### config.mk
export PLATFORM = sky130hd
export DESIGN_NAME = string_token_unescape_utf8
export DESIGN_NICKNAME = d
export VERILOG_FILES = /design/src/rtl/core/stue_pkg.sv /design/src/rtl/core/stue_front.sv /design/src/rtl/core/stue_queue.sv /design/src/rtl/core/stue_back.sv /design/src/rtl/core/string_token_unescape_utf8.sv
export SDC_FILE = /design/constraint.sdc
export NUM_CORES = 1
export LEC_CHECK = 0
export ABC_AREA = 1
export ABC_CLOCK_PERIOD_IN_PS = 10700
export BUFFER_PORTS_ARGS = -buffer_cell sky130_fd_sc_hd__buf_4
export CORE_MARGIN = 2
export CORE_UTILIZATION = 60
export DETAILED_ROUTE_END_ITERATION = 16
export PLACE_DENSITY = 0.77
export SETUP_SLACK_MARGIN = 0.2
export SLEW_MARGIN = 30
export SYNTH_ARGS = -nofsm -noshare
export SYNTH_HDL_FRONTEND = slang
export SYNTH_SLANG_ARGS = --single-unit
export TNS_END_PERCENT = 30
### constraint.sdc
create_clock -name clock -period 10.7 [get_ports clock]
set_clock_uncertainty 0.15 [all_clocks]
set_input_delay 2.675 -clock clock [delete_from_list [all_inputs] [get_ports clock]]
set_output_delay 2.675 -clock clock [all_outputs]
set_load 0.01 [all_outputs]
### src/rtl/core/stue_pkg.sv
// Shared types, character codes and UTF-8 helpers for the token unescaper.
`default_nettype none
package stue_pkg;

   localparam int Q_DEPTH = 4;
   localparam int Q_PTR_W = $clog2(Q_DEPTH);
   localparam int Q_CNT_W = $clog2(Q_DEPTH + 1);

   localparam logic [7:0] CH_DQUOTE = 8'h22;
   localparam logic [7:0] CH_SQUOTE = 8'h27;
   localparam logic [7:0] CH_BSLASH = 8'h5C;
   localparam logic [7:0] CH_SLASH  = 8'h2F;
   localparam logic [7:0] CH_LF     = 8'h0A;
   localparam logic [7:0] CH_CR     = 8'h0D;
   localparam logic [7:0] CH_LOW_B  = 8'h62;
   localparam logic [7:0] CH_LOW_F  = 8'h66;
   localparam logic [7:0] CH_LOW_N  = 8'h6E;
   localparam logic [7:0] CH_LOW_R  = 8'h72;
   localparam logic [7:0] CH_LOW_T  = 8'h74;
   localparam logic [7:0] CH_LOW_V  = 8'h76;
   localparam logic [7:0] CH_LOW_U  = 8'h75;
   localparam logic [7:0] CH_BS     = 8'h08;
   localparam logic [7:0] CH_FF     = 8'h0C;
   localparam logic [7:0] CH_TAB    = 8'h09;
   localparam logic [7:0] CH_VT     = 8'h0B;

   localparam logic [15:0] HI_SURR_MIN = 16'hD800;
   localparam logic [15:0] HI_SURR_MAX = 16'hDBFF;
   localparam logic [15:0] LO_SURR_MIN = 16'hDC00;
   localparam logic [15:0] LO_SURR_MAX = 16'hDFFF;
   localparam logic [20:0] SUPP_BASE   = 21'h010000;

   typedef enum logic [1:0] {
      ST_DATA = 2'd0,
      ST_OK   = 2'd1,
      ST_ERR  = 2'd2
   } status_type;

   typedef enum logic [1:0] {
      QUOTE_NONE   = 2'd0,
      QUOTE_DOUBLE = 2'd1,
      QUOTE_SINGLE = 2'd2
   } quote_type;

   // One decode command: a raw byte, a code point to encode, or an end status.
   typedef struct packed {
      logic       raw;
      logic [20:0] cp;
      status_type st;
      logic       consumed;
   } cmd_type;

   typedef struct packed {
      logic    push;
      cmd_type cmd;
   } push_type;

   typedef struct packed {
      logic    valid;
      cmd_type cmd;
   } head_type;

   function automatic logic in_bare_set(input logic [7:0] c);
      return (c >= 8'h30 && c <= 8'h39) || (c >= 8'h41 && c <= 8'h5A) ||
             (c >= 8'h61 && c <= 8'h7A) || c == 8'h2D || c == 8'h2B ||
             c == 8'h5F || c == 8'h2E;
   endfunction

   function automatic logic is_space(input logic [7:0] c);
      return c == 8'h20 || (c >= 8'h09 && c <= 8'h0D);
   endfunction

   // {ok, value}
   function automatic logic [4:0] hex_value(input logic [7:0] c);
      logic [4:0] r;
      r = 5'd0;
      if (c >= 8'h30 && c <= 8'h39) r = {1'b1, 4'(c - 8'h30)};
      else if (c >= 8'h41 && c <= 8'h46) r = {1'b1, 4'(c - 8'h37)};
      else if (c >= 8'h61 && c <= 8'h66) r = {1'b1, 4'(c - 8'h57)};
      return r;
   endfunction

   // Number of UTF-8 bytes minus one.
   function automatic logic [1:0] utf8_len_m1(input logic [20:0] cp);
      logic [1:0] r;
      if (cp < 21'h80) r = 2'd0;
      else if (cp <= 21'h7FF) r = 2'd1;
      else if (cp <= 21'hFFFF) r = 2'd2;
      else r = 2'd3;
      return r;
   endfunction

   function automatic logic [7:0] utf8_byte(input logic [20:0] cp, input logic [1:0] idx);
      logic [7:0] r;
      r = 8'h00;
      case (utf8_len_m1(cp))
         2'd0: r = cp[7:0];
         2'd1: r = (idx == 2'd0) ? {3'b110, cp[10:6]} : {2'b10, cp[5:0]};
         2'd2: begin
            case (idx)
               2'd0:    r = {4'b1110, cp[15:12]};
               2'd1:    r = {2'b10, cp[11:6]};
               default: r = {2'b10, cp[5:0]};
            endcase
         end
         default: begin
            case (idx)
               2'd0:    r = {5'b11110, cp[20:18]};
               2'd1:    r = {2'b10, cp[17:12]};
               2'd2:    r = {2'b10, cp[11:6]};
               default: r = {2'b10, cp[5:0]};
            endcase
         end
      endcase
      return r;
   endfunction

endpackage
`default_nettype wire

### src/rtl/core/stue_front.sv
// Front end: accepts characters, runs the token parser, issues decode commands.
`default_nettype none
module stue_front (
   input  wire logic                clock,
   input  wire logic                reset,
   input  wire logic                req_tvalid,
   input  wire logic                req_tready,
   input  wire logic [7:0]          in_char,
   input  wire logic                start_token,
   input  wire logic                end_of_input,
   output stue_pkg::push_type       push
);
   import stue_pkg::*;

   typedef enum logic [8:0] {
      M_IDLE    = 9'b000000001,
      M_BARE    = 9'b000000010,
      M_QUOTED  = 9'b000000100,
      M_ESC     = 9'b000001000,
      M_HEX1    = 9'b000010000,
      M_SURR_BS = 9'b000100000,
      M_SURR_U  = 9'b001000000,
      M_HEX2    = 9'b010000000,
      M_CONT    = 9'b100000000
   } mode_type;

   mode_type    mode_ff, mode_in;
   quote_type   quote_ff, quote_in;
   logic [11:0] hex_ff, hex_in;
   logic [1:0]  cnt_ff, cnt_in;
   logic [9:0]  hs_ff, hs_in;

   logic        accept;
   logic        emit;
   cmd_type     cmd;
   logic [4:0]  hv;
   logic [15:0] hcp;

   assign accept = req_tvalid && req_tready;
   assign hv     = hex_value(in_char);
   assign hcp    = {hex_ff, hv[3:0]};

   always_comb begin
      mode_in      = mode_ff;
      quote_in     = quote_ff;
      hex_in       = hex_ff;
      cnt_in       = cnt_ff;
      hs_in        = hs_ff;
      emit         = 1'b0;
      cmd.raw      = 1'b1;
      cmd.cp       = {13'd0, in_char};
      cmd.st       = ST_DATA;
      cmd.consumed = 1'b1;

      if (start_token) begin
         mode_in = M_IDLE;
         if (end_of_input) begin
            emit = 1'b1; cmd.st = ST_ERR; cmd.consumed = 1'b0;
         end else if (in_char == CH_DQUOTE) begin
            mode_in = M_QUOTED; quote_in = QUOTE_DOUBLE;
         end else if (in_char == CH_SQUOTE) begin
            mode_in = M_QUOTED; quote_in = QUOTE_SINGLE;
         end else if (in_bare_set(in_char)) begin
            mode_in = M_BARE; emit = 1'b1;
         end else begin
            emit = 1'b1; cmd.st = ST_ERR;
         end
      end else if (end_of_input) begin
         if (mode_ff != M_IDLE) begin
            mode_in = M_IDLE; emit = 1'b1; cmd.st = ST_ERR; cmd.consumed = 1'b0;
         end
      end else begin
         case (mode_ff)
            M_BARE: begin
               emit = 1'b1;
               if (!in_bare_set(in_char)) begin
                  mode_in = M_IDLE; cmd.st = ST_OK; cmd.consumed = 1'b0;
               end
            end
            M_QUOTED, M_CONT: begin
               if (mode_ff == M_CONT && is_space(in_char)) begin
                  mode_in = M_CONT;
               end else if ((in_char == CH_DQUOTE && quote_ff == QUOTE_DOUBLE) ||
                            (in_char == CH_SQUOTE && quote_ff == QUOTE_SINGLE)) begin
                  mode_in = M_IDLE; emit = 1'b1; cmd.st = ST_OK;
               end else if (in_char == CH_BSLASH) begin
                  mode_in = M_ESC;
               end else begin
                  mode_in = M_QUOTED; emit = 1'b1;
               end
            end
            M_ESC: begin
               mode_in = M_QUOTED;
               emit    = 1'b1;
               case (in_char)
                  CH_LF, CH_CR: begin
                     mode_in = M_CONT; emit = 1'b0;
                  end
                  CH_DQUOTE: begin
                     if (quote_ff != QUOTE_DOUBLE) begin
                        mode_in = M_IDLE; cmd.st = ST_ERR;
                     end
                  end
                  CH_SQUOTE: begin
                     if (quote_ff != QUOTE_SINGLE) begin
                        mode_in = M_IDLE; cmd.st = ST_ERR;
                     end
                  end
                  CH_BSLASH, CH_SLASH: cmd.cp = {13'd0, in_char};
                  CH_LOW_B: cmd.cp = {13'd0, CH_BS};
                  CH_LOW_F: cmd.cp = {13'd0, CH_FF};
                  CH_LOW_N: cmd.cp = {13'd0, CH_LF};
                  CH_LOW_R: cmd.cp = {13'd0, CH_CR};
                  CH_LOW_T: cmd.cp = {13'd0, CH_TAB};
                  CH_LOW_V: cmd.cp = {13'd0, CH_VT};
                  CH_LOW_U: begin
                     mode_in = M_HEX1; emit = 1'b0; hex_in = 12'd0; cnt_in = 2'd0;
                  end
                  default: begin
                     mode_in = M_IDLE; cmd.st = ST_ERR;
                  end
               endcase
            end
            M_HEX1, M_HEX2: begin
               if (!hv[4]) begin
                  mode_in = M_IDLE; emit = 1'b1; cmd.st = ST_ERR;
               end else if (cnt_ff != 2'd3) begin
                  hex_in = hcp[11:0];
                  cnt_in = cnt_ff + 2'd1;
               end else begin
                  hex_in = hcp[11:0];
                  cnt_in = 2'd0;
                  cmd.raw = 1'b0;
                  cmd.cp  = {5'd0, hcp};
                  if (mode_ff == M_HEX1) begin
                     if (hcp >= HI_SURR_MIN && hcp <= HI_SURR_MAX) begin
                        hs_in = hcp[9:0]; mode_in = M_SURR_BS;
                     end else if (hcp >= LO_SURR_MIN && hcp <= LO_SURR_MAX) begin
                        mode_in = M_IDLE; emit = 1'b1; cmd.st = ST_ERR;
                     end else begin
                        mode_in = M_QUOTED; emit = 1'b1;
                     end
                  end else begin
                     emit = 1'b1;
                     if (hcp >= LO_SURR_MIN && hcp <= LO_SURR_MAX) begin
                        mode_in = M_QUOTED;
                        cmd.cp  = SUPP_BASE + {1'b0, hs_ff, hcp[9:0]};
                     end else begin
                        mode_in = M_IDLE; cmd.st = ST_ERR;
                     end
                  end
               end
            end
            M_SURR_BS: begin
               if (in_char == CH_BSLASH) begin
                  mode_in = M_SURR_U;
               end else begin
                  mode_in = M_IDLE; emit = 1'b1; cmd.st = ST_ERR;
               end
            end
            M_SURR_U: begin
               if (in_char == CH_LOW_U) begin
                  mode_in = M_HEX2; hex_in = 12'd0; cnt_in = 2'd0;
               end else begin
                  mode_in = M_IDLE; emit = 1'b1; cmd.st = ST_ERR;
               end
            end
            default: mode_in = M_IDLE;
         endcase
      end

      if (cmd.st != ST_DATA) begin
         cmd.raw = 1'b1;
         cmd.cp  = 21'd0;
      end
   end

   assign push.push = accept && emit;
   assign push.cmd  = cmd;

   always_ff @(posedge clock) begin
      if (reset) begin
         mode_ff  <= M_IDLE;
         quote_ff <= QUOTE_NONE;
         hex_ff   <= 12'd0;
         cnt_ff   <= 2'd0;
         hs_ff    <= 10'd0;
      end else if (accept) begin
         mode_ff  <= mode_in;
         quote_ff <= quote_in;
         hex_ff   <= hex_in;
         cnt_ff   <= cnt_in;
         hs_ff    <= hs_in;
      end
   end

endmodule
`default_nettype wire

### src/rtl/core/stue_queue.sv
// Small command queue between the parser and the byte emitter.
`default_nettype none
module stue_queue (
   input  wire logic               clock,
   input  wire logic               reset,
   input  wire stue_pkg::push_type push,
   input  wire logic               pop,
   output stue_pkg::head_type      head,
   output logic                    full
);
   import stue_pkg::*;

   cmd_type              mem_ff [Q_DEPTH];
   logic [Q_PTR_W-1:0]   wr_ff, wr_in;
   logic [Q_PTR_W-1:0]   rd_ff, rd_in;
   logic [Q_CNT_W-1:0]   cnt_ff, cnt_in;
   logic                 do_pop;

   assign full       = (cnt_ff == Q_CNT_W'(Q_DEPTH));
   assign head.valid = (cnt_ff != '0);
   assign head.cmd   = mem_ff[rd_ff];
   assign do_pop     = pop && head.valid;

   always_comb begin
      wr_in  = push.push ? wr_ff + Q_PTR_W'(1) : wr_ff;
      rd_in  = do_pop ? rd_ff + Q_PTR_W'(1) : rd_ff;
      cnt_in = cnt_ff;
      if (push.push && !do_pop) cnt_in = cnt_ff + Q_CNT_W'(1);
      else if (!push.push && do_pop) cnt_in = cnt_ff - Q_CNT_W'(1);
   end

   always_ff @(posedge clock) begin
      if (push.push) mem_ff[wr_ff] <= push.cmd;
   end

   always_ff @(posedge clock) begin
      if (reset) begin
         wr_ff  <= '0;
         rd_ff  <= '0;
         cnt_ff <= '0;
      end else begin
         wr_ff  <= wr_in;
         rd_ff  <= rd_in;
         cnt_ff <= cnt_in;
      end
   end

endmodule
`default_nettype wire

### src/rtl/core/stue_back.sv
// Back end: expands queued commands into output words, one byte per cycle while rsp_tready is high.
`default_nettype none
module stue_back (
   input  wire logic               clock,
   input  wire logic               reset,
   input  wire stue_pkg::head_type head,
   output logic                    pop,
   output logic                    rsp_tvalid,
   input  wire logic               rsp_tready,
   output logic [7:0]              rsp_tdata,
   output logic [2:0]              rsp_tuser,
   output logic                    rsp_tlast
);
   import stue_pkg::*;

   logic [1:0] idx_ff, idx_in;
   logic       vld_ff, vld_in;
   logic [7:0] byte_ff;
   logic [2:0] user_ff;
   logic       last_ff;

   logic       load;
   logic       simple;
   logic [1:0] len_m1;
   logic       is_last;
   logic [7:0] byte_val;

   assign simple   = head.cmd.raw || (head.cmd.st != ST_DATA);
   assign len_m1   = simple ? 2'd0 : utf8_len_m1(head.cmd.cp);
   assign is_last  = (idx_ff == len_m1);
   assign byte_val = head.cmd.raw ? head.cmd.cp[7:0] : utf8_byte(head.cmd.cp, idx_ff);
   assign load     = head.valid && (!vld_ff || rsp_tready);
   assign pop      = load && is_last;

   always_comb begin
      idx_in = idx_ff;
      vld_in = vld_ff;
      if (rsp_tready) vld_in = 1'b0;
      if (load) begin
         vld_in = 1'b1;
         idx_in = is_last ? 2'd0 : idx_ff + 2'd1;
      end
   end

   always_ff @(posedge clock) begin
      if (reset) begin
         idx_ff <= 2'd0;
         vld_ff <= 1'b0;
      end else begin
         idx_ff <= idx_in;
         vld_ff <= vld_in;
      end
   end

   always_ff @(posedge clock) begin
      if (load) begin
         byte_ff <= byte_val;
         user_ff <= {head.cmd.consumed, head.cmd.st};
         last_ff <= is_last;
      end
   end

   assign rsp_tvalid = vld_ff;
   assign rsp_tdata  = byte_ff;
   assign rsp_tuser  = user_ff;
   assign rsp_tlast  = last_ff;

endmodule
`default_nettype wire

### src/rtl/core/string_token_unescape_utf8.sv
// Usage: string token unescaper with UTF-8 output.
// req channel carries one token character per word; tuser bit 0 marks the
// first character of a token, tuser bit 1 marks end of input (tdata ignored).
// rsp channel carries decoded bytes; tuser[1:0] is the status (data, token
// finished, token error), tuser[2] is clear when the character that caused
// the word was not consumed, tlast flags the last word caused by one input.
// A front parser takes one character per cycle while the queue is not full
// and pushes at most one command into a four-entry queue; the back end
// expands each command into one to four words, one word per cycle while
// rsp_tready is high, through a registered output stage that the words
// reach after the queue. Throughput: one character per cycle while each
// makes at most one word and the output is not stalled; \u escapes yielding
// two to four UTF-8 bytes hold the output until those bytes are out, and
// req_tready drops only when the queue is full.
// Reset clears the parser, the queue and the output stage; an open token is
// dropped. A stall on rsp_tready holds the output word and backs up the
// queue, then req_tready.
`default_nettype none
module string_token_unescape_utf8 (
   input  wire logic       clock,
   input  wire logic       reset,
   input  wire logic       req_tvalid,
   output logic            req_tready,
   input  wire logic [7:0] req_tdata,  // in_char
   input  wire logic [1:0] req_tuser,  // start_token, end_of_input
   output logic            rsp_tvalid,
   input  wire logic       rsp_tready,
   output logic [7:0]      rsp_tdata,  // out_byte
   output logic [2:0]      rsp_tuser,  // status[1:0], char_consumed
   output logic            rsp_tlast   // last_of_run
);
   import stue_pkg::*;

   push_type push;
   head_type head;
   logic     full;
   logic     pop;

   assign req_tready = !full;

   stue_front u_front (
      .clock        (clock),
      .reset        (reset),
      .req_tvalid   (req_tvalid),
      .req_tready   (req_tready),
      .in_char      (req_tdata),
      .start_token  (req_tuser[0]),
      .end_of_input (req_tuser[1]),
      .push         (push)
   );

   stue_queue u_queue (
      .clock (clock),
      .reset (reset),
      .push  (push),
      .pop   (pop),
      .head  (head),
      .full  (full)
   );

   stue_back u_back (
      .clock      (clock),
      .reset      (reset),
      .head       (head),
      .pop        (pop),
      .rsp_tvalid (rsp_tvalid),
      .rsp_tready (rsp_tready),
      .rsp_tdata  (rsp_tdata),
      .rsp_tuser  (rsp_tuser),
      .rsp_tlast  (rsp_tlast)
   );

endmodule
`default_nettype wire

==> impl_results.md, run 1 <==
* Residual DRC at 0
* Maximum VDD drop at about 0.095 mV
* Crit path largest cell delay at between 0.4 and 0.5 ns
* Post-DP HPWL at 13400 µm
* Routed length per instance at 15.7 µm
* Area growth syn-to-layout at 11.6%
* Largest family of logic cells by synthesized area: simple AND/OR/NAND/NOR gates
* Buf/Inv on CP at 5
* Post-Layout Cell Count at 1216
* Die height at around 120 µm
* Synth Area in Compound Gates at 10.2%
* Final hold vios at 0
* Met2 Resource Use GR at a little under half
* Number of synthesized flops with an enable pin at roughly 110
* Seq/Total Area, Yosys at around 52%
* Synthesized cell area at around 0.0083 mm²
* Synth Instances at between 1000 and 1500
* Top FF cell, synth: edfxtp_1
* # H-tree levels at 4
* Ant. Diodes at 0
* Skew-Pair Late Insertion Delay at ~0.42 ns
* Max-cap violations at 0
* Cell Rows at 42
* Starting Density at 61.9%
* GRT Max-Usage Layer: met2
* Reg-to-reg endpoint: u_queue.cnt_ff[2]
* Worst setup path end: u_queue.cnt_ff[1]
* Crit path launch type: primary input
* RePlAce Congestion at roughly 1
* I/O Pins at 28
* Signal arrival time at the worst endpoint at approximately 5.6 ns
* Minimum clock period at roughly 5.4 ns
* First-pass GRT wire length at 31000 µm
* PortBufs at 27
* Setup crit start: req_tdata[0]
* Post_cts resized at 0
* XOR/XNOR Fraction of Synth Area at less than 1%
* WS Path Type: in -> reg
* RSZ-0062 raised after global routing: no
* Final WL at between 15000 and 20000 µm
* Max Transition Viols Final at 0
* Achievable frequency at about 0.18 GHz
* YS warnings at 0
* Status: finished, final reports clean
* Core area at around 0.013 mm²
* Vias/cell at 5.58
* CP max-delay cell: fa_1
* Placed cell count at around 1200
* Post-Synth Adder-Cell Area at 3.42%
* M3 GR Usage at under 10%
* Stages on worst setup path at 19
* Period utilization at around half
* Worst-Margin Slew at around 0.84 ns
* Worst Hold Class: reg -> reg
* Hold_buf cts at 0
* Worst reg-to-reg path cell count at 18
* R2R Setup Slk at approximately 6.6 ns
* Initial antenna violation count at 0
* Synth cell types at 43
* Async SR Flop Fraction at 0%
* Die Area at 0.0147 mm²
* CTS tree: built
* Final net count at between 1000 and 1500
* LEAKAGE at approximately 3.8 nW
* Synthesized area per cell at 8.26 µm²
* Post-synthesis mux area share at less than 1%
* Crit-path cells: buf_4 -> inv_1 -> ha_1 -> inv_1 -> nor2_1 -> nand3_1 -> nand2_1 -> nand2_1 -> nor2_1 -> nand2_1 -> nor2_1 -> nand3_1 -> nand2_1 -> inv_1 -> ha_1 -> inv_1 -> fa_1 -> o21ai_0 -> a21oi_1
* Clock Path Buffers at 2
* Clk root buf: clkbuf_16
* Critical Path End Type: flop
* Pre-Repair DR Iteration Count at 5
* PwrDens at around 210 mW/mm²
* Routed via count at approximately 6800
* Top delay family on crit path: simple AND/OR/NAND/NOR gates
* Largest net degree at the start of global routing at between 50 and 60
* Vias in the first global route at around 6400
* Simple-gate share of the synthesized area at approximately 27%
* CTS Buf Count at 17
* # setup viols final at 0
* Clock Pin Slew Worst Setup and Hold Paths at about 0.060 ns
* Critical path peak fanout at 8
* Post-DRT Antenna Nets at 0
* Grt total ovfl at 0
* Max-slew headroom at around 44%
* 1st-iter DRT viols at 655
* Clk sink count at 159
* Synth Net Count at 1037
* Share of layout cells above drive strength 1 at a little over a tenth
* Post-CTS Setup Bufs at 0
* CP Data Required Time at roughly 11 ns
* Met1 Use GR at a little over a third
* Die X-Extent at between 100 and 150 µm
* Synth Register Bits at approximately 160
* Fin util at slightly below 70%
* Overall routing resource usage at approximately 27%
* Setup TNS at 0 ns
[logic make-up after synthesis]
family                   after synthesis
AND/OR/NAND/NOR                      532
adder cells (fa/ha/maj)               22
buffers and inverters                134
AO/OA/AOI/OAI                        150
flip-flops                           159
XOR/XNOR                               3
multiplexers                           1
[how the worst min path moves through the flow]
stage,from,to,slack [ns],cells past startpoint
detailed placement,u_front.cnt_ff[1],u_front.cnt_ff[1],0.31,2
finish,u_front.cnt_ff[1],u_front.cnt_ff[1],0.32,2
CTS,u_front.cnt_ff[1],u_front.cnt_ff[1],0.32,2
floorplan,u_front.cnt_ff[1],u_front.cnt_ff[1],0.30,2
global placement,u_front.cnt_ff[1],u_front.cnt_ff[1],0.31,2
global route,u_front.hex_ff[4],u_front.hex_ff[8],0.35,2
[sequential cells by signal, summed over array words and instances (netlist names), named ones only]
register,cells
u_back.idx_ff,2
u_back.rsp_tdata,8
u_back.rsp_tlast,1
u_back.rsp_tuser,3
u_back.rsp_tvalid,1
u_front.cnt_ff,2
u_front.hex_ff,12
u_front.hs_ff,10
u_front.mode_ff,9
u_front.quote_ff,2
u_queue.cnt_ff,3
u_queue.mem_ff,100
u_queue.rd_ff,2
u_queue.wr_ff,2
[metrics by stage]
stage	worst slack, ns	hold slack (ns)	power (W)	area, µm²
floorplan	5.22	0.297	0.00114	8270
global placement	5.02	0.311	0.00131	8620
detailed placement	4.91	0.313	0.00131	8620
CTS	5.36	0.322	0.00191	9220
global route	4.86	0.354	0.00201	9220
finish	5.29	0.319	0.00191	9220
[cells in the mapped netlist, types with 2 or more instances]
cell type | n | area [µm²]
buf_2 | 11 | 55.1
clkinv_1 | 2 | 7.51
inv_1 | 96 | 360
o22ai_1 | 10 | 62.6
a31oi_1 | 4 | 25.0
ha_1 | 21 | 263
xor2_1 | 3 | 26.3
nand3_1 | 89 | 445
a22oi_1 | 3 | 22.5
a21oi_1 | 38 | 190
nand4_1 | 11 | 68.8
nand4_2 | 2 | 25.0
o21ai_0 | 63 | 315
nand2_1 | 251 | 942
inv_2 | 9 | 33.8
nor4_1 | 2 | 12.5
edfxtp_1 | 112 | 3360
clkbuf_1 | 12 | 45.0
dfxtp_1 | 47 | 941
nand2_2 | 15 | 93.8
o21ai_1 | 12 | 60.1
nor2_1 | 141 | 529
nor3_1 | 13 | 65.1
o211ai_1 | 2 | 15.0
a21oi_2 | 10 | 87.6
nor2_2 | 4 | 25.0
o221ai_1 | 2 | 17.5
[cell usage in the layout, fill, tap and decap left out, drive strengths merged]
cell type | Yosys | routed
a32oi | 1 | 1
nand2 | 266 | 266
a32o | 1 | 1
inv | 105 | 108
o2111ai | 1 | 1
o21ai | 75 | 75
clkinvlp | 0 | 1
nand4 | 13 | 13
nor4 | 2 | 2
edfxtp | 112 | 112
nand3 | 90 | 90
clkinv | 2 | 7
or2 | 2 | 2
fa | 1 | 1
clkbuf | 12 | 22
dfxtp | 47 | 47
nor3 | 13 | 13
ha | 21 | 21
buf | 15 | 34
a211oi | 1 | 1
o21a | 1 | 1
bufinv | 0 | 1
nor2 | 146 | 146
o211ai | 2 | 2
o221ai | 2 | 2
o22ai | 10 | 10
a21oi | 48 | 48
a31oi | 4 | 4
a22oi | 3 | 3
xor2 | 3 | 3
o31ai | 1 | 1
mux2i | 1 | 1
[per-layer routing]
| layer | vias up | wire length, µm |
|---|---|---|
| li1 | 3397 | - |
| met1 | 3102 | 7980 |
| met2 | 256 | 9480 |
| met3 | 34 | 1230 |
| met4 | 0 | 382 |
| met5 | - | 0 |
[worst min-delay path, cell delays in order (launching register included)]
cell	delay [ns]
dfxtp_1	0.31
nand2_1	0.06
a21oi_1	0.05
[cell type report]
type / count / area (µm²)
clock buffer: 22 / 507
clock inverter: 10 / 97.6
fill: 1077 / 4120
inverter: 107 / 402
multi-input combinational: 708 / 3440
sequential: 159 / 4300
tap: 176 / 220
timing repair buffer: 34 / 255
[power by group]
part	internal, W	leakage (nW)	switching, W
Combinational	0.000170	2.05	0.000363
Sequential	0.000749	1.45	0.0000221
Clock	0.000362	0.298	0.000240
Total	0.00128	3.80	0.000626
Note: power is estimated with default switching activity, not from simulation.
==> inputs of run 2 (changes only) <==
--- a/config.mk
+++ b/config.mk
@@ -6,12 +6,12 @@
 export NUM_CORES = 1
 export LEC_CHECK = 0
 export ABC_AREA = 1
-export ABC_CLOCK_PERIOD_IN_PS = 10700
+export ABC_CLOCK_PERIOD_IN_PS = 4600
 export BUFFER_PORTS_ARGS = -buffer_cell sky130_fd_sc_hd__buf_4
 export CORE_MARGIN = 2
-export CORE_UTILIZATION = 60
+export CORE_UTILIZATION = 56
 export DETAILED_ROUTE_END_ITERATION = 16
-export PLACE_DENSITY = 0.77
+export PLACE_DENSITY = 0.76
 export SETUP_SLACK_MARGIN = 0.2
 export SLEW_MARGIN = 30
 export SYNTH_ARGS = -nofsm -noshare
==> constraint.sdc (replaced) <==
create_clock -name clock -period 4.6 [get_ports clock]
set_clock_uncertainty 0.15 [all_clocks]
set_input_delay 1.15 -clock clock [delete_from_list [all_inputs] [get_ports clock]]
set_output_delay 1.15 -clock clock [all_outputs]
set_load 0.01 [all_outputs]
==> impl_results.md, run 2 (synthesis gave the netlist of run 1 again) <==
* Status: finished, final reports clean
* Clk root buf: clkbuf_16
* Top flop regs: u_queue.mem_ff x100, u_front.hex_ff x12, u_front.hs_ff x10
* GRT Max-Usage Layer: met2
* Die X-Extent at 125 µm (+3.4%)
* Largest net degree at the start of global routing at 51 (-1.9%)
* Core area at 0.0145 mm² (+8.5%)
* Cell Rows at 44 (+4.8%)
* Internal at 0.00296 W (+130%)
* Logic pwr share at 28.0% (about the same)
* Achievable frequency at around 0.26 GHz
* Clock Pin Slew Worst Setup and Hold Paths at 0.06 ns (about the same)
* Residual DRC at 0 (unchanged)
* CTS Buf Count at 17 (unchanged)
* Setup crit start: req_tdata[0]
* PwrDens at 484 mW/mm² (+130%)
* Max Transition Viols Final at 0 (unchanged)
* Post_cts resized at 0 (unchanged)
* Share of layout cells above drive strength 1 at 10.9% (unchanged)
* LEAKAGE at 3.79 nW (-0.14%)
* RSZ-0062 raised after global routing: no
* # setup viols final at 0 (unchanged)
* RePlAce Congestion at 0.955 (-3.4%)
* Worst-Margin Slew at 0.868 ns (+0.0301 ns)
* Finished Cell Area at 0.00923 mm² (about the same)
* Met1 Use GR at 32.2% (-3.0 points)
* CP Data Required Time at 4.76 ns (-6.10 ns)
* Seq pwr share at 40.3% (about the same)
* Max-cap violations at 0 (unchanged)
* Footprint of the multi-input gates at 0.00344 mm² (unchanged)
* Reg-to-reg endpoint: u_queue.cnt_ff[2]
* Die height at 125 µm (+3.4%)
* Final net count at 1063 (unchanged)
* Vias in the first global route at 6307 (-1.8%)
* Most frequent cells in the layout: 251 x nand2_1, 137 x nor2_1, 112 x edfxtp_1
* Placed cell count at 1192 (+0.68%)
* Signal arrival time at the worst endpoint at 4.03 ns (-1.54 ns)
* Clock Path Buffers at 2 (unchanged)
* CTS tree: built
* Post-DP HPWL at 13400 µm (+0.26%)
* Final hold vios at 0 (unchanged)
* Max-slew headroom at 42.1% (-2.0 points)
* Area after DPL at 0.00863 mm² (+0.12%)
* Biggest register: u_queue.mem_ff
* Post-DRT Antenna Nets at 0 (unchanged)
* I/O Pins at 28 (unchanged)
* Clk pwr share at 31.7% (about the same)
* Initial antenna violation count at 0 (unchanged)
* Met2 Resource Use GR at 41.6% (-5.1 points)
* Die Area at 0.0157 mm² (+6.9%)
* Post-CTS Setup Bufs at 0 (unchanged)
* # H-tree levels at 4 (unchanged)
* Grt total ovfl at 0 (unchanged)
* Fillers at 1244 (+16%)
* Register area at 0.00430 mm² (unchanged)
* Setup TNS at 0 ns (unchanged)
* Clk sink count at 159 (unchanged)
* Min Hold Slack at 0.322 ns (+0.00295 ns)
* 1st-iter DRT viols at 605 (-7.6%)
* Switching share of power at 33.8% (+0.99 points)
* Max FFs per register at 100 (unchanged)
* Ant. Diodes at 0 (unchanged)
* Critical path peak fanout at 8 (unchanged)
* Hold_buf cts at 0 (unchanged)
* Final WL at 19200 µm (+0.41%)
* Crit path launch type: primary input
* Minimum clock period at a little under 4 ns
* Most common cell after layout, fill and taps aside: nand2_1
* Routed via count at 6807 (+0.27%)
* Worst Hold Class: reg -> reg
* Period utilization at between 80% and 90%
* PortBufs at 27 (unchanged)
* Fin util at 63.7% (-5.4 points)
* Net Switching at 0.00151 W (+140%)
* Maximum VDD drop at 0.267 mV (+180%)
* M3 GR Usage at 4.71% (+0.62 points)
* First-pass GRT wire length at 31000 µm (-0.29%)
* Vias/cell at 5.56 (-0.39%)
* Worst setup path end: u_queue.cnt_ff[1]
* Post-Layout Cell Count at 1224 (+0.66%)
* Skew-Pair Late Insertion Delay at 0.43 ns (about the same)
* Area growth syn-to-layout at 11.7% (about the same)
* Routed length per instance at 15.6 µm (-0.24%)
* WS Path Type: in -> reg
* Worst reg-to-reg path cell count at 17 (-1)
* Starting Density at 57.1% (-4.8 points)
* Pre-Repair DR Iteration Count at 5 (unchanged)
* Critical Path End Type: flop
* Overall routing resource usage at 24.8% (-2.5 points)
* R2R Setup Slk at 0.96 ns (-5.61 ns)
run 2: power groups by stage:
stage	sequential, W	clock, W	combinational, W
3_5_place_dp	0.00183	0	0.00124
2_1_floorplan	0.00186	0	0.000798
5_1_grt	0.00181	0.00149	0.00140
6_report	0.00180	0.00142	0.00125
3_3_place_gp	0.00182	0	0.00122
4_1_cts	0.00180	0.00143	0.00125
run 2: final cells by class:
type	instances	area share, %
sequential	159	46.6
multi-input combinational	708	37.3
clock buffer	18	4.65
inverter	107	4.35
timing repair buffer	34	2.77
tap	184	2.49
clock inverter	14	1.86
run 2: metal layers:
metal  vias up  share of wire, %
met1      3133                43
met4         0               2.0
met3        36               6.1
met5         -                 0
li1       3391                 -
met2       247                49
run 2: per-stage QoR:
step	total power [W]	setup slack, ns
floorplan	0.00266	0.644
global placement	0.00304	0.472
detailed placement	0.00307	0.376
CTS	0.00448	0.778
global route	0.00471	0.417
finish	0.00447	0.726
run 2: critical path, stage by stage:
cell     delay [ns]
buf_4          0.12
inv_1          0.19
ha_1           0.24
inv_1          0.06
nor2_1         0.13
nand3_1        0.21
nand2_1        0.14
nand2_1        0.08
nor2_1         0.10
nand2_1        0.06
nor2_1         0.10
nand3_1        0.07
nand2_1        0.29
inv_1          0.11
ha_1           0.21
inv_1          0.11
fa_1           0.40
o21ai_0        0.18
a21oi_1        0.07
run 2: worst min-delay path by stage:
| stage | startpoint | endpoint | slack [ns] | cells after the start |
|---|---|---|---|---|
| floorplan | u_front.cnt_ff[1] | u_front.cnt_ff[1] | 0.30 | 2 |
| global placement | u_front.cnt_ff[1] | u_front.cnt_ff[1] | 0.31 | 2 |
| detailed placement | u_front.cnt_ff[1] | u_front.cnt_ff[1] | 0.32 | 2 |
| CTS | u_front.cnt_ff[1] | u_front.cnt_ff[1] | 0.33 | 2 |
| global route | u_front.cnt_ff[1] | u_front.cnt_ff[1] | 0.35 | 2 |
| finish | u_front.cnt_ff[1] | u_front.cnt_ff[1] | 0.32 | 2 |
==> inputs of run 3 (changes only) <==
--- a/config.mk
+++ b/config.mk
@@ -6,7 +6,7 @@
 export NUM_CORES = 1
 export LEC_CHECK = 0
 export ABC_AREA = 1
-export ABC_CLOCK_PERIOD_IN_PS = 4600
+export ABC_CLOCK_PERIOD_IN_PS = 3300
 export BUFFER_PORTS_ARGS = -buffer_cell sky130_fd_sc_hd__buf_4
 export CORE_MARGIN = 2
 export CORE_UTILIZATION = 56
==> constraint.sdc (replaced) <==
create_clock -name clock -period 3.3 [get_ports clock]
set_clock_uncertainty 0.15 [all_clocks]
set_input_delay 0.825 -clock clock [delete_from_list [all_inputs] [get_ports clock]]
set_output_delay 0.825 -clock clock [all_outputs]
set_load 0.01 [all_outputs]
==> impl_results.md, run 3 (synthesis gave the netlist of run 1 again) <==
* Share of layout cells above drive strength 1 at 18.4% (+7.6 points)
* Initial antenna violation count at 0 (unchanged)
* Worst reg-to-reg path cell count at 21 (+4)
* Core area at 0.0145 mm² (unchanged)
* Max FFs per register at 100 (unchanged)
* Signal arrival time at the worst endpoint at 2.99 ns (-1.04 ns)
* CTS tree: built
* First-pass GRT wire length at 32700 µm (+5.8%)
* Post-DP HPWL at 14200 µm (+6.0%)
* Largest net degree at the start of global routing at 51 (unchanged)
* Pre-Repair DR Iteration Count at 6 (+1)
* Clk sink count at 159 (unchanged)
* Final WL at 20300 µm (+6.0%)
* Worst Hold Class: reg -> reg
* # setup viols final at 0 (unchanged)
* # H-tree levels at 4 (unchanged)
* Crit-path cells: buf_4 -> nor2_1 -> buf_4 -> nand2_1 -> buf_4 -> a21oi_1 -> nor2_1 -> nand3_1 -> nand2_1 -> nand2_1 -> nand4_1 -> nand2_1 -> nand3_1 -> nor2_1
* Area growth syn-to-layout at 19.5%
* Most frequent cells in the layout: 243 x nand2_1, 131 x nor2_1, 112 x edfxtp_1
* Crit path launch type: primary input
* Crit path top cell by count: nand2_1
* Min Hold Slack at 0.321 ns (-0.00103 ns)
* Vias/cell at 5.62 (+1.1%)
* Final hold vios at 0 (unchanged)
* Minimum clock period at slightly below 3 ns
* Most common cell after layout, fill and taps aside: nand2_1
* Clk root buf: clkbuf_16
* Register area at 0.00431 mm² (about the same)
* R2R Setup Slk at 0.38 ns (-0.58 ns)
* Max-cap violations at 0 (unchanged)
* Die X-Extent at 125 µm (unchanged)
* Skew-Pair Late Insertion Delay at 0.42 ns (about the same)
* I/O Pins at 28 (unchanged)
* Hold path start: u_front.cnt_ff[1]
* Endpoint, Worst Hold: u_front.cnt_ff[1]
* Ant. Diodes at 0 (unchanged)
* Reg-to-reg endpoint: u_queue.cnt_ff[2]
* RePlAce Congestion at 0.980 (+2.6%)
* Cell Rows at 44 (unchanged)
* Final net count at 1125 (+5.8%)
* Footprint of the multi-input gates at 0.00354 mm² (+3.0%)
* Crit path largest cell delay at 0.40 ns (about the same)
* Fillers at 1157 (-7.0%)
* Routed via count at 7227 (+6.2%)
* Max-slew headroom at 56.0% (+14 points)
* PortBufs at 27 (unchanged)
* Die Area at 0.0157 mm² (unchanged)
* Buf/Inv on CP at 3 (-2)
* Post-DRT Antenna Nets at 0 (unchanged)
* CP max-delay cell: nor2_1
* Critical Path End Type: flop
* 1st-iter DRT viols at 714 (+18%)
* Critical path peak fanout at 13 (+5)
* Clock Pin Slew Worst Setup and Hold Paths at 0.06 ns (about the same)
* Hold depth at 2 (unchanged)
* WS Path Type: in -> reg
* Achievable frequency at roughly 0.34 GHz
* Die height at 125 µm (unchanged)
* CTS Buf Count at 17 (unchanged)
* Residual DRC at 0 (unchanged)
* Period utilization at ~90%
* Overall routing resource usage at 26.1% (+1.3 points)
* Clock Path Buffers at 2 (unchanged)
* Top flop regs: u_queue.mem_ff x100, u_front.hex_ff x12, u_front.hs_ff x10
* Fin util at 68.2% (+4.4 points)
* Vias in the first global route at 6747 (+7.0%)
* Top delay family on crit path: simple AND/OR/NAND/NOR gates
* Grt total ovfl at 0 (unchanged)
* Routed length per instance at 15.8 µm (+0.91%)
* Power after layout at 0.00643 W (+44%)
* RSZ-0062 raised after global routing: yes
* Status: finished, final reports clean
* Biggest register: u_queue.mem_ff
* Max Transition Viols Final at 0 (unchanged)
* LEAKAGE at 4.09 nW (+7.9%)
* Worst-Margin Slew at 0.659 ns (-0.209 ns)
* CP Data Required Time at 3.33 ns (-1.43 ns)
* Starting Density at 57.1% (unchanged)
* PwrDens at 651 mW/mm² (+34%)
* Maximum VDD drop at 0.366 mV (+37%)
run 3: cell count changes in the layout (fill, tap and decap cells not counted), moves of 4 or more:
cell	previous run	this run
buf_12	0	7
nand2_1	251	243
inv_1	96	91
buf_4	34	89
nand2_2	15	23
nor2_2	8	13
nor2_1	137	131
inv_6	5	1
ha_1	21	16
run 3: report_power, final:
part	switching (W)	internal [W]
clock network	0.000765	0.00114
registers	0.0000888	0.00243
logic	0.00129	0.000707
run 3: worst max path at each step:
stage                       from                   end  slack [ns]  cells after the start
global route                flop   u_back.rsp_tdata[3]        0.13                     18
detailed placement  req_tdata[1]     u_queue.cnt_ff[2]       -0.13                     22
finish              req_tdata[2]  u_queue.mem_ff[1][7]        0.34                     14
global placement    req_tdata[1]     u_queue.cnt_ff[2]       -0.07                     22
floorplan           req_tdata[0]     u_queue.cnt_ff[2]        0.06                     19
CTS                         flop     u_queue.cnt_ff[2]        0.20                     21
run 3: metrics by stage:
| stage | setup slack (ns) | TNS, ns | std cells | instance area, µm² |
|---|---|---|---|---|
| 3_5_place_dp | -0.133 | -0.509 | 1252 | 9190 |
| 2_1_floorplan | 0.0620 | 0 | 1001 | 8310 |
| 4_1_cts | 0.204 | 0 | 1284 | 9780 |
| 6_report | 0.336 | 0 | 1286 | 9870 |
| 5_1_grt | 0.134 | 0 | 1286 | 9870 |
| 3_3_place_gp | -0.0658 | -0.0810 | 1252 | 9190 |
run 3: layer usage:
layer  global-route usage (%)  vias up  wire length (µm)
li1                         -     3520                 -
met1                     32.8     3404              8420
met2                     45.4      261             10300
met3                     4.79       42              1160
met4                     9.02        0               472
met5                        0        -                 0
run 3: cell type report:
| cell class | instances | area share, % |
|---|---|---|
| flip-flops and latches | 159 | 43.6 |
| clock inverters | 8 | 0.786 |
| well taps | 184 | 2.33 |
| inverters | 107 | 4.17 |
| repair buffers | 96 | 8.19 |
| clock buffers | 24 | 5.04 |
| multi-input cells | 708 | 35.9 |
run 3: worst register-to-register path, cell delays in order, from the launching register on:
cell,delay (ns)
dfxtp_2,0.36
inv_2,0.11
buf_4,0.17
nand2_1,0.05
nand3_1,0.06
nand2_1,0.15
nand3_1,0.11
nor2_2,0.12
nand2_1,0.08
nand2_2,0.12
nand2_1,0.06
nand2_1,0.05
nand2_1,0.12
nand3_4,0.12
ha_1,0.18
inv_2,0.06
fa_2,0.37
nor2_2,0.11
nor2_1,0.04
nand2_1,0.07
o21ai_0,0.07
a21oi_1,0.14
run 3: what timing repair did:
action | in CTS | in global routing
resized for setup | 3 | 28
pin swaps | 0 | 6
buffers inserted | 0 | 2
hold buffers | 0 | 0
endpoints found under the hold margin | 0 | 0
endpoints found under the setup margin | 1 | 16
